## config.mk

```make
export PLATFORM = sky130hd
export DESIGN_NAME = tmdm_scan
export DESIGN_NICKNAME = d
export VERILOG_FILES = /design/src/design/tmdm_pkg.sv /design/src/design/tmdm_scan.sv
export SDC_FILE = /design/constraint.sdc
export NUM_CORES = 1
export LEC_CHECK = 0
export BUFFER_PORTS_ARGS = -buffer_cell sky130_fd_sc_hd__buf_4
export CAP_MARGIN = 20
export CORE_UTILIZATION = 39
export DETAILED_ROUTE_END_ITERATION = 10
export SLEW_MARGIN = 10
export SYNTH_ARGS = -nofsm -noshare
export SYNTH_HDL_FRONTEND = slang
export SYNTH_SLANG_ARGS = --single-unit
export TNS_END_PERCENT = 5
```

## constraint.sdc

```tcl
create_clock -name clk -period 5.7 [get_ports clk]
set_input_delay 1.14 -clock clk [delete_from_list [all_inputs] [get_ports clk]]
set_output_delay 1.14 -clock clk [all_outputs]
set_load 0.005 [all_outputs]
```

## src/design/tmdm_pkg.sv

```systemverilog
// shared types, constants and helper function of the delay mirror
`timescale 1ns / 1ps

package tmdm_pkg;

    localparam int STAMP_W     = 32;
    localparam int JOINT_W     = 16;
    localparam int QUAT_W      = 4 * JOINT_W;
    localparam int SLOT_OUT_W  = 9;
    localparam int MODE_W      = 2;
    localparam int DELAY_W     = 16;
    localparam int CFG_INDEX_W = 1;
    localparam int CFG_DATA_W  = 16;

    localparam logic [MODE_W-1:0] MODE_OFF   = 2'd0;
    localparam logic [MODE_W-1:0] MODE_LEFT  = 2'd1;
    localparam logic [MODE_W-1:0] MODE_RIGHT = 2'd2;
    localparam logic [MODE_W-1:0] MODE_RESET = MODE_LEFT;

    localparam logic [CFG_INDEX_W-1:0] CFG_MIRROR_MODE = 1'd0;
    localparam logic [CFG_INDEX_W-1:0] CFG_DELAY_MS    = 1'd1;

    typedef logic signed [JOINT_W-1:0] joint_t;

    typedef struct packed {
        logic [STAMP_W-1:0] stamp_ms;
        joint_t             upper_w;
        joint_t             upper_x;
        joint_t             upper_y;
        joint_t             upper_z;
        joint_t             fore_w;
        joint_t             fore_x;
        joint_t             fore_y;
        joint_t             fore_z;
    } in_word_t;

    typedef struct packed {
        logic                  mirrored;
        joint_t                out_upper_w;
        joint_t                out_upper_x;
        joint_t                out_upper_y;
        joint_t                out_upper_z;
        joint_t                out_fore_w;
        joint_t                out_fore_x;
        joint_t                out_fore_y;
        joint_t                out_fore_z;
        logic [SLOT_OUT_W-1:0] chosen_slot;
    } out_word_t;

    typedef enum logic [2:0] {
        ST_IDLE,
        ST_WRITE,
        ST_SCAN,
        ST_FETCH,
        ST_LOAD
    } state_t;

    typedef struct packed {
        logic               start;
        logic [STAMP_W-1:0] ideal;
    } scan_req_t;

    typedef struct packed {
        logic done;
        logic live;
    } scan_rsp_t;

    function automatic joint_t neg_sat(input joint_t v);
        joint_t r;
        if (v == joint_t'(16'sh8000))
        begin
            r = joint_t'(16'sh7fff);
        end
        else
        begin
            r = -v;
        end
        return r;
    endfunction

endpackage

```

## src/design/tmdm_scan.sv

```systemverilog
// nearest-timestamp search over the history, one slot per cycle
`timescale 1ns / 1ps

module tmdm_scan #(
    parameter int DEPTH = 512,
    localparam int AW = $clog2(DEPTH)
) (
    input  logic                         clk,
    input  logic                         rst_n,
    input  tmdm_pkg::scan_req_t          req,
    input  logic [AW-1:0]                fill_slot,
    input  logic                         full,
    output logic [AW-1:0]                rd_addr,
    input  logic [tmdm_pkg::STAMP_W-1:0] rd_data,
    output tmdm_pkg::scan_rsp_t          rsp,
    output logic [AW-1:0]                best_idx
);
    import tmdm_pkg::*;

    localparam logic [AW-1:0] LAST = AW'(DEPTH - 1);

    logic               issue_reg;
    logic [AW-1:0]      addr_reg;
    logic [STAMP_W-1:0] ideal_reg;
    logic               p1_valid_reg;
    logic [AW-1:0]      p1_idx_reg;
    logic               p1_live_reg;
    logic               p2_valid_reg;
    logic [AW-1:0]      p2_idx_reg;
    logic               p2_live_reg;
    logic [STAMP_W-1:0] p2_dist_reg;
    logic [STAMP_W-1:0] best_dist_reg;
    logic [AW-1:0]      best_idx_reg;
    logic               best_live_reg;
    logic               done_reg;

    logic [STAMP_W-1:0] stored;
    logic [STAMP_W-1:0] dist_next;
    logic               take;

    // slots never written read as zero
    always_comb
    begin
        stored    = p1_live_reg ? rd_data : '0;
        dist_next = (ideal_reg >= stored) ? (ideal_reg - stored) : (stored - ideal_reg);
        take      = p2_valid_reg && (p2_dist_reg <= best_dist_reg);
    end

    always_ff @(posedge clk or negedge rst_n)
    begin
        if (!rst_n)
        begin
            issue_reg    <= 1'b0;
            p1_valid_reg <= 1'b0;
            p2_valid_reg <= 1'b0;
            done_reg     <= 1'b0;
        end
        else
        begin
            if (req.start)
            begin
                issue_reg <= 1'b1;
            end
            else if (issue_reg && (addr_reg == LAST))
            begin
                issue_reg <= 1'b0;
            end
            p1_valid_reg <= issue_reg;
            p2_valid_reg <= p1_valid_reg;
            done_reg     <= p2_valid_reg && (p2_idx_reg == LAST);
        end
    end

    always_ff @(posedge clk)
    begin
        if (req.start)
        begin
            addr_reg      <= '0;
            ideal_reg     <= req.ideal;
            best_dist_reg <= '1;
        end
        else
        begin
            if (issue_reg)
            begin
                addr_reg <= addr_reg + AW'(1);
            end
            if (take)
            begin
                best_dist_reg <= p2_dist_reg;
            end
        end
        p1_idx_reg  <= addr_reg;
        p1_live_reg <= full || (addr_reg < fill_slot);
        p2_idx_reg  <= p1_idx_reg;
        p2_live_reg <= p1_live_reg;
        p2_dist_reg <= dist_next;
        // ascending order with <= leaves the highest slot among ties
        if (take)
        begin
            best_idx_reg  <= p2_idx_reg;
            best_live_reg <= p2_live_reg;
        end
    end

    assign rd_addr  = addr_reg;
    assign best_idx = best_idx_reg;
    assign rsp.done = done_reg;
    assign rsp.live = best_live_reg;

endmodule

```

Word level (Yosys, flattened, before mapping)
Cells that the tools add are included.
{ "word_totals": {"output_inout_bits": 20, "register_bits": 139, "in_bits": 77} }
{ "classes": {"reduce_logical": 5, "add_sub_neg": 3, "order_cmp": 3, "n_mux": 4, "eq_ne": 2} }
{ "ops": {"columns": ["operator", "n"], "rows": [
  ["two-way mux 32 bit", 2],
  ["subtractor 32 bit", 2],
  [">= comparator 32 bit", 1],
  ["less-or-equal comparator 32 bit", 1],
  ["equality test 9 bit (second input constant)", 2],
  ["adder 9 x 1 -> 9 bit (second input constant)", 1],
  ["less-than comparator 9 bit", 1],
  ["logical AND 1 bit", 3],
  ["two-way mux 1 bit", 2],
  ["nonzero test 2 bit", 1],
  ["logical OR 1 bit", 1]
]} }

Depth between registers and ports, before layout
Gate-level depths: netlist of the first run.
{ "logic_depth": {"word_depth": 4, "depth_mapped": 16, "depth_no_buf": 13} }

Least setup slack after synthesis of the first run
Ideal clock, no wire load.
{ "synth_path": {"path_kind": "input -> register", "startpoint": "input port rd_data[0] (netlist bit)", "endpoint": "register p2_dist_reg[11]", "arrival_ps": 3534, "path_slack_ps": 2054, "stages": 12, "cell_sequence": "and2_1 > ha_1 > fa_1 > nand2b_1 > a21oi_1 > nor4b_2 > o21ai_2 > o221ai_4 > and3_1 > a211oi_1 > nor4_1 > a2111oi_1"} }
{ "synth_via": {"elab_chain_len": 3, "word_cells_on_any_way": 5, "cone_classes": "2 x add/sub; 1 x order compare; 2 x mux"} }
{ "synth_rtl": {"columns": ["item", "line", "source"], "rows": [
  ["start: declaration", "tmdm_scan.sv:14", "input logic [tmdm_pkg::STAMP_W-1:0] rd_data,"],
  ["two-way mux 32 bit (*)", "tmdm_scan.sv:44", "stored = p1_live_reg ? rd_data : '0;"],
  ["subtractor 32 bit or >= comparator 32 bit (tied branches)", "tmdm_scan.sv:45", "dist_next = (ideal_reg >= stored) ? (ideal_reg - stored) : (stored - ideal_reg);"],
  ["two-way mux 32 bit (*)", "tmdm_scan.sv:45", null],
  ["net dist_next[11]", "tmdm_scan.sv:38", "logic [STAMP_W-1:0] dist_next;"],
  ["end signal: assignment", "tmdm_scan.sv:97", "p2_dist_reg <= dist_next;"],
  ["end: declaration", "tmdm_scan.sv:31", "logic [STAMP_W-1:0] p2_dist_reg;"]
]} }
The timed path passes the listed nets; every way through them passes the cells marked *.
A chain may end at the register's enable or synchronous reset.

Worst setup path in the final report of the first run
{ "layout_path": {"startpoint": "input port rd_data[19] (netlist bit)", "endpoint": "register p2_dist_reg[16]"} }
{ "layout_via": {"elab_chain_len": 3} }
{ "layout_rtl": {"columns": ["item", "line"], "rows": [
  ["two-way mux 32 bit", "tmdm_scan.sv:44"],
  [">= comparator 32 bit", "tmdm_scan.sv:45"],
  ["two-way mux 32 bit", "tmdm_scan.sv:45"],
  ["net dist_next[16]", "tmdm_scan.sv:38"]
]} }
The timed path passes the listed nets, and every way through them passes these cells.

==> results of run 1 <==
-- area by class of cell --
cell class | instances | area [um^2]
flip-flops and latches | 139 | 3220
clock buffers | 17 | 425
repair buffers | 100 | 758
fillers | 2072 | 11200
well taps | 275 | 344
clock inverters | 15 | 174
inverters | 113 | 424
multi-input cells | 663 | 4680
-- metal layers --
metal  global-route usage  vias up  wire, um
li1                     -     3498         -
met1                0.245     3101      9370
met2                0.283      161      8720
met3               0.0317       15       719
met4               0.0621        0       166
met5                    0        -         0
-- logic make-up after synthesis --
kind of cell,share of synthesized area
and+or+nand+nor,0.140
AOI/OAI and AO/OA,0.198
buffers and inverters,0.0729
DFF,0.378
adders and majority gates,0.160
xor gates and xnor gates,0.0329
muxes,0.0169
-- power breakdown --
part	total [mW]	switching, mW	internal (mW)	leakage (nW)
Clock	1.11	0.521	0.592	0.287
Combinational	1.34	0.760	0.580	3.49
Sequential	1.38	0.102	1.28	1.23
-- cells in the mapped netlist, types with 5 or more instances --
cell and count:
inv_1 113, ha_1 106, dfxtp_1 93, nor2_1 87
a21oi_1 79, nand2_1 73, edfxtp_1 42, o21ai_0 42
a211o_1 34, a21o_1 34, nand4_1 21, clkbuf_1 20
xnor2_1 19, buf_2 16, nor3_1 13, xor2_1 13
nand3_1 12, mux2i_1 11, nor2b_1 11, and3_1 10
a211oi_1 9, nand2b_1 9, o21bai_1 8, and2_1 7
buf_1 5, o21a_1 5, o31ai_1 5
-- metrics by stage --
stage	power (mW)	hold slack, ns
2_1_floorplan	2.39	0.310
3_3_place_gp	2.73	0.310
3_5_place_dp	2.74	0.312
4_1_cts	3.87	0.321
5_1_grt	4.14	0.332
6_report	3.83	0.323
-- critical path, stage by stage --
cell,delay (ns)
buf_4,0.10
nand2_1,0.08
inv_1,0.05
ha_1,0.41
a21oi_1,0.24
o21ai_0,0.22
a22oi_1,0.25
a21oi_1,0.11
o22ai_2,0.26
and2_1,0.86
o21ai_0,0.28
o31ai_1,0.34
xnor2_1,0.15
-- layout by cell type (no fill, tap or decap), types with 21 or more instances in the layout --
| cell type | instances |
|---|---|
| inv_1 | 113 |
| a21oi_1 | 79 |
| nand2_1 | 73 |
| edfxtp_1 | 42 |
| o21ai_0 | 41 |
| nor2_1 | 87 |
| buf_4 | 99 |
| ha_1 | 106 |
| a211o_1 | 34 |
| a21o_1 | 34 |
| dfxtp_1 | 93 |
| nand4_1 | 21 |
-- worst paths after layout --
path	from	to	slack, ns	cells past startpoint
setup / recovery	rd_data[19]	p2_dist_reg[16]$_DFF_P_	1.56	13
hold / removal	p1_idx_reg[5]$_DFF_P_	p2_idx_reg[5]$_DFF_P_	0.32	0
setup reg to reg	p1_live_reg$_DFF_P_	p2_dist_reg[16]$_DFF_P_	1.69	13
hold reg to reg	p1_idx_reg[5]$_DFF_P_	p2_idx_reg[5]$_DFF_P_	0.32	0
max in group asynchronous	rst_n	p1_valid_reg$_DFF_PN0_	5.10	1
min in group asynchronous	rst_n	issue_reg$_DFFE_PN0P_	0.50	1
==> impl_metrics.env, run 1 <==
export IMPL_wirelength_um=19000
export IMPL_startpoint_type="input port"
export IMPL_cts_repair_resized=0
export IMPL_peakVddDrop_uv=184
export IMPL_start_util=0.401
export IMPL_rows=53
export IMPL_post_route_min_period_ns=4.14
export IMPL_port_buffers=96
export IMPL_fin_skew_ns=0.0165
export IMPL_path_clk_slew_ns=0.07
export IMPL_place_hpwl_um=14200
export IMPL_dp_cells=1289
export IMPL_place_ws_ns=1.18
export IMPL_fp_coreArea_um2=21200
export IMPL_timing_fmax_mhz=241
export IMPL_synthTopCellsByArea="dfxtp_1, ha_1, edfxtp_1, inv_1, a21oi_1"
export IMPL_ys_types=59
export IMPL_synth_top_cell_by_area="dfxtp_1"
export IMPL_setup_viol=0
export IMPL_p_per_area_nw_per_um2=382
export IMPL_synth_top_area_share=0.219
export IMPL_cts_tree="done"
export IMPL_ys_ff_latch=139
export IMPL_seq_area_frac_synth=0.378
export IMPL_antenna_found_initial=0
export IMPL_dieArea_um2=22400
export IMPL_areaGrowthSynthToFinish_pct=17.8
export IMPL_slew_violations=0
export IMPL_synthCells=959
export IMPL_ant_nets=0
export IMPL_hp_class="reg2reg"
export IMPL_worstPathArrival_ns=4.50
export IMPL_cts_sinks=139
export IMPL_post_route_cells_drive_above_1_share=0.140
export IMPL_leakage_nw=5.01
export IMPL_wl_per_cell_um=14.4
export IMPL_dr_total_vias=6775
export IMPL_setup_ws_ns=1.56
export IMPL_viasPerCell=5.12
export IMPL_worstPathMaxFanout=24
export IMPL_synth_area_per_cell_um2=8.88
export IMPL_grt_max_degree=76
export IMPL_yosys_warnings=0
export IMPL_postCtsHoldBufs=0
export IMPL_grt_pass1_vias=6376
export IMPL_drt_pass1_iter_count=6
export IMPL_final_nets=1219
export IMPL_fin_crit_sh=0.726
export IMPL_rsz0062_at_grt="false"
export IMPL_finalHoldViolCount=0
export IMPL_synth_edf_count=42
export IMPL_antennaDiodeCount=0
export IMPL_root_buffer="clkbuf_16"
export IMPL_placement_cell_area_um2=9420
export IMPL_cp_end_kind="flop"
export IMPL_ys_flop_type="dfxtp_1"
export IMPL_clkLatencyLatePin_ns=0.43
export IMPL_cts_setup_buffers=0
export IMPL_grt_pass1_wl_um=31500
export IMPL_fin_area_um2=10000
export IMPL_async_flop_share=0.0288
export IMPL_slew_headroom=0.325
export IMPL_cts_buffers=17
export IMPL_die_w_um=150
export IMPL_finalCoreUtilization=0.473
export IMPL_gp_congestion=0.852
export IMPL_clock_path_buffers=2
export IMPL_worstPathRequired_ns=6.06
export IMPL_htree_levels=4
export IMPL_run_status="finished clean"
export IMPL_overflow=0
export IMPL_drcViolationCount=0
export IMPL_synth_nets=1144
export IMPL_tightest_slew_ns=1.01
export IMPL_drv_cap=0
export IMPL_track_usage=0.179
export IMPL_final_cells=1322
export IMPL_die_y_um=150
export IMPL_syn_area_um2=8520
export IMPL_num_io_pins=97
export IMPL_setup_tns_ns=0
export IMPL_detail_route_iter0_violations=383
export IMPL_critPathKind="in2reg"
Note: power is estimated with default switching activity, not from simulation.
==> inputs of run 2 (changes only) <==
--- a/config.mk
+++ b/config.mk
@@ -5,6 +5,7 @@
 export SDC_FILE = /design/constraint.sdc
 export NUM_CORES = 1
 export LEC_CHECK = 0
+export ABC_AREA = 1
 export BUFFER_PORTS_ARGS = -buffer_cell sky130_fd_sc_hd__buf_4
 export CAP_MARGIN = 20
 export CORE_UTILIZATION = 39
==> constraint.sdc (replaced) <==
create_clock -name clk -period 4.2 [get_ports clk]
set_input_delay 0.84 -clock clk [delete_from_list [all_inputs] [get_ports clk]]
set_output_delay 0.84 -clock clk [all_outputs]
set_load 0.005 [all_outputs]
==> run 2 against run 1 <==
Against the previous run: first-iteration DRC count increased by 19%; synthesized area increased by 14%; clock power is 38% higher; total power grew 39%; flip-flop and latch count did not move; synthesized cell count up 42%; sequential power rose by 37%; global-route usage grew 2.3 points; setup slack lost 0.44 ns; die area grew 14%; hold slack worse by 0.14 ns; count of clock-buffer cells in the layout unchanged; critical path type is now reg2reg.
==> impl_metrics.env, run 2 <==
export IMPL_run_status="finished clean"
export IMPL_ys_ff_latch=139
export IMPL_wl_per_cell_um=14.1
export IMPL_root_buffer="clkbuf_16"
export IMPL_topRoutingLayerUsed="met4"
export IMPL_post_route_cells_drive_above_1_share=0.125
export IMPL_drt_pass1_iter_count=5
export IMPL_overflow=0
export IMPL_synth_top_area_share=0.191
export IMPL_synth_edf_count=42
export IMPL_track_usage=0.202
export IMPL_cts_sinks=139
export IMPL_clock_path_buffers=2
export IMPL_port_buffers=96
export IMPL_ys_types=46
export IMPL_slew_violations=0
export IMPL_antenna_found_initial=0
export IMPL_peakVddDrop_uv=239
export IMPL_swShare=0.390
export IMPL_synth_top_cell_by_area="dfxtp_1"
export IMPL_antennaDiodeCount=0
export IMPL_pwr_share_comb=0.356
export IMPL_final_cell_mix="nand2_1, inv_1, ha_1"
export IMPL_viasPerCell=4.84
export IMPL_fp_coreArea_um2=24400
export IMPL_num_io_pins=97
export IMPL_worstPathArrival_ns=3.46
export IMPL_synthTopCellsByArea="dfxtp_1, nand2_1, ha_1, edfxtp_1, inv_1"
export IMPL_clockPowerShare=0.288
export IMPL_wirelength_um=25100
export IMPL_die_w_um=160
export IMPL_finalCoreUtilization=0.460
export IMPL_p_seq_frac=0.356
export IMPL_synth_most_common_cell="nand2_1"
export IMPL_die_y_um=160
export IMPL_wl_met2_um=11400
export IMPL_cts_setup_buffers=0
export IMPL_dieArea_um2=25600
export IMPL_place_hpwl_um=20000
export IMPL_cts_buffers=17
export IMPL_critPathKind="reg2reg"
export IMPL_p_per_area_nw_per_um2=474
export IMPL_hp_class="in2async"
export IMPL_areaGrowthSynthToFinish_pct=15.2
export IMPL_startpoint_type="flop"
export IMPL_mostFrequentLayoutCell="nand2_1"
export IMPL_tightest_slew_ns=0.891
export IMPL_htree_levels=4
export IMPL_detail_route_iter0_violations=455
export IMPL_rsz0062_at_grt="false"
export IMPL_cts_repair_resized=0
export IMPL_timing_fmax_mhz=324
export IMPL_grt_pass1_wl_um=41100
export IMPL_synth_nets=1548
export IMPL_fin_skew_ns=0.0169
export IMPL_drcViolationCount=0
export IMPL_synth_commonest_cells="nand2_1, inv_1, ha_1, nand3_1, a21oi_1"
export IMPL_yosys_warnings=0
export IMPL_postCtsHoldBufs=0
export IMPL_grt_pass1_vias=8281
export IMPL_finalHoldViolCount=0
export IMPL_dr_total_vias=8580
export IMPL_start_util=0.400
export IMPL_synth_area_per_cell_um2=7.15
export IMPL_switchingPower_mw=2.07
export IMPL_worstPathRequired_ns=4.58
export IMPL_syn_area_um2=9750
export IMPL_ys_flop_type="dfxtp_1"
export IMPL_p_int_mw=3.25
export IMPL_clkLatencyLatePin_ns=0.44
export IMPL_setup_viol=0
export IMPL_drv_cap=0
export IMPL_seq_area_frac_synth=0.331
export IMPL_leakage_nw=5.89
export IMPL_fin_crit_sh=0.734
export IMPL_synthCells=1363
export IMPL_grt_max_degree=36
export IMPL_gp_congestion=0.891
export IMPL_path_clk_slew_ns=0.07
export IMPL_rows=57
export IMPL_ant_nets=0
export IMPL_wl_met3_um=930
export IMPL_holdWs_ns=0.178
export IMPL_worstPathMaxFanout=32
export IMPL_slew_headroom=0.405
export IMPL_cts_tree="done"
export IMPL_post_route_min_period_ns=3.08
export IMPL_met1_length_um=12100
export IMPL_setup_tns_ns=0
export IMPL_final_nets=1622
export IMPL_async_flop_share=0.0288
export IMPL_cp_end_kind="flop"
[run 2: cell count changes after synthesis, sizes merged, moves of 20 or more]
cell,before,now
nand2,74,423
nand3,12,102
inv,113,196
a211o,34,0
a21o,34,4
a21oi,79,103
xor2,13,33
[run 2: final timing paths]
check / endpoint / slack (ns) / cells after the start / startpoint
setup / recovery: p2_dist_reg[29]$_DFF_P_ / 1.12 / 12 / p1_live_reg$_DFF_P_
hold / removal: p2_valid_reg$_DFF_PN0_ / 0.18 / 1 / rst_n
setup reg to reg: p2_dist_reg[29]$_DFF_P_ / 1.12 / 12 / p1_live_reg$_DFF_P_
hold reg to reg: p2_idx_reg[4]$_DFF_P_ / 0.33 / 0 / p1_idx_reg[4]$_DFF_P_
max in group asynchronous: done_reg$_DFF_PN0_ / 3.92 / 1 / rst_n
min in group clk: p2_idx_reg[4]$_DFF_P_ / 0.33 / 0 / p1_idx_reg[4]$_DFF_P_
[run 2: per-layer routing]
metal	up-vias	track usage
met2	202	0.328
met3	47	0.0273
met5	-	0
met1	3832	0.271
li1	4499	-
met4	0	0.0788
[run 2: cell families after synthesis]
group	share of synthesized area
compound gates	0.112
xor+xnor	0.0332
buf+inv	0.105
fa+ha+maj	0.140
simple gates	0.279
flops	0.331
[run 2: final cells by class]
class / instances / area, um^2
fillers: 2529 / 13200
well taps: 324 / 405
inverters: 196 / 736
repair buffers: 102 / 773
multi-input cells: 981 / 5500
flip-flops and latches: 139 / 3220
clock buffers: 17 / 425
clock inverters: 15 / 166
[run 2: power groups by stage]
stage               registers, mW  clock network [mW]  logic, mW
floorplan                    1.87                   0       1.40
global placement             1.91                   0       1.86
detailed placement           1.92                   0       1.88
CTS                          1.89                1.56       1.90
global route                 1.93                1.61       2.19
finish                       1.89                1.53       1.89
[run 2: per-stage QoR]
step / setup WS, ns / cells / cell area [um^2] / total power [mW]
2_1_floorplan: 1.54 / 1363 / 9750 / 3.27
3_3_place_gp: 0.960 / 1741 / 10600 / 3.78
3_5_place_dp: 0.962 / 1742 / 10600 / 3.80
4_1_cts: 1.11 / 1774 / 11200 / 5.36
5_1_grt: 0.854 / 1774 / 11200 / 5.73
6_report: 1.12 / 1774 / 11200 / 5.32
[run 2: critical path, cell delays in order (launching register included)]
cell and delay [ns]:
dfxtp_1 0.38, buf_4 0.37, nand2_1 0.13, inv_1 0.08, ha_1 0.33, a21oi_2 0.24
o21ai_1 0.13, o21bai_4 0.21, nand2_2 0.09, nand3_4 0.09, a21oi_4 0.72, nand2_1 0.13
nand2_1 0.10
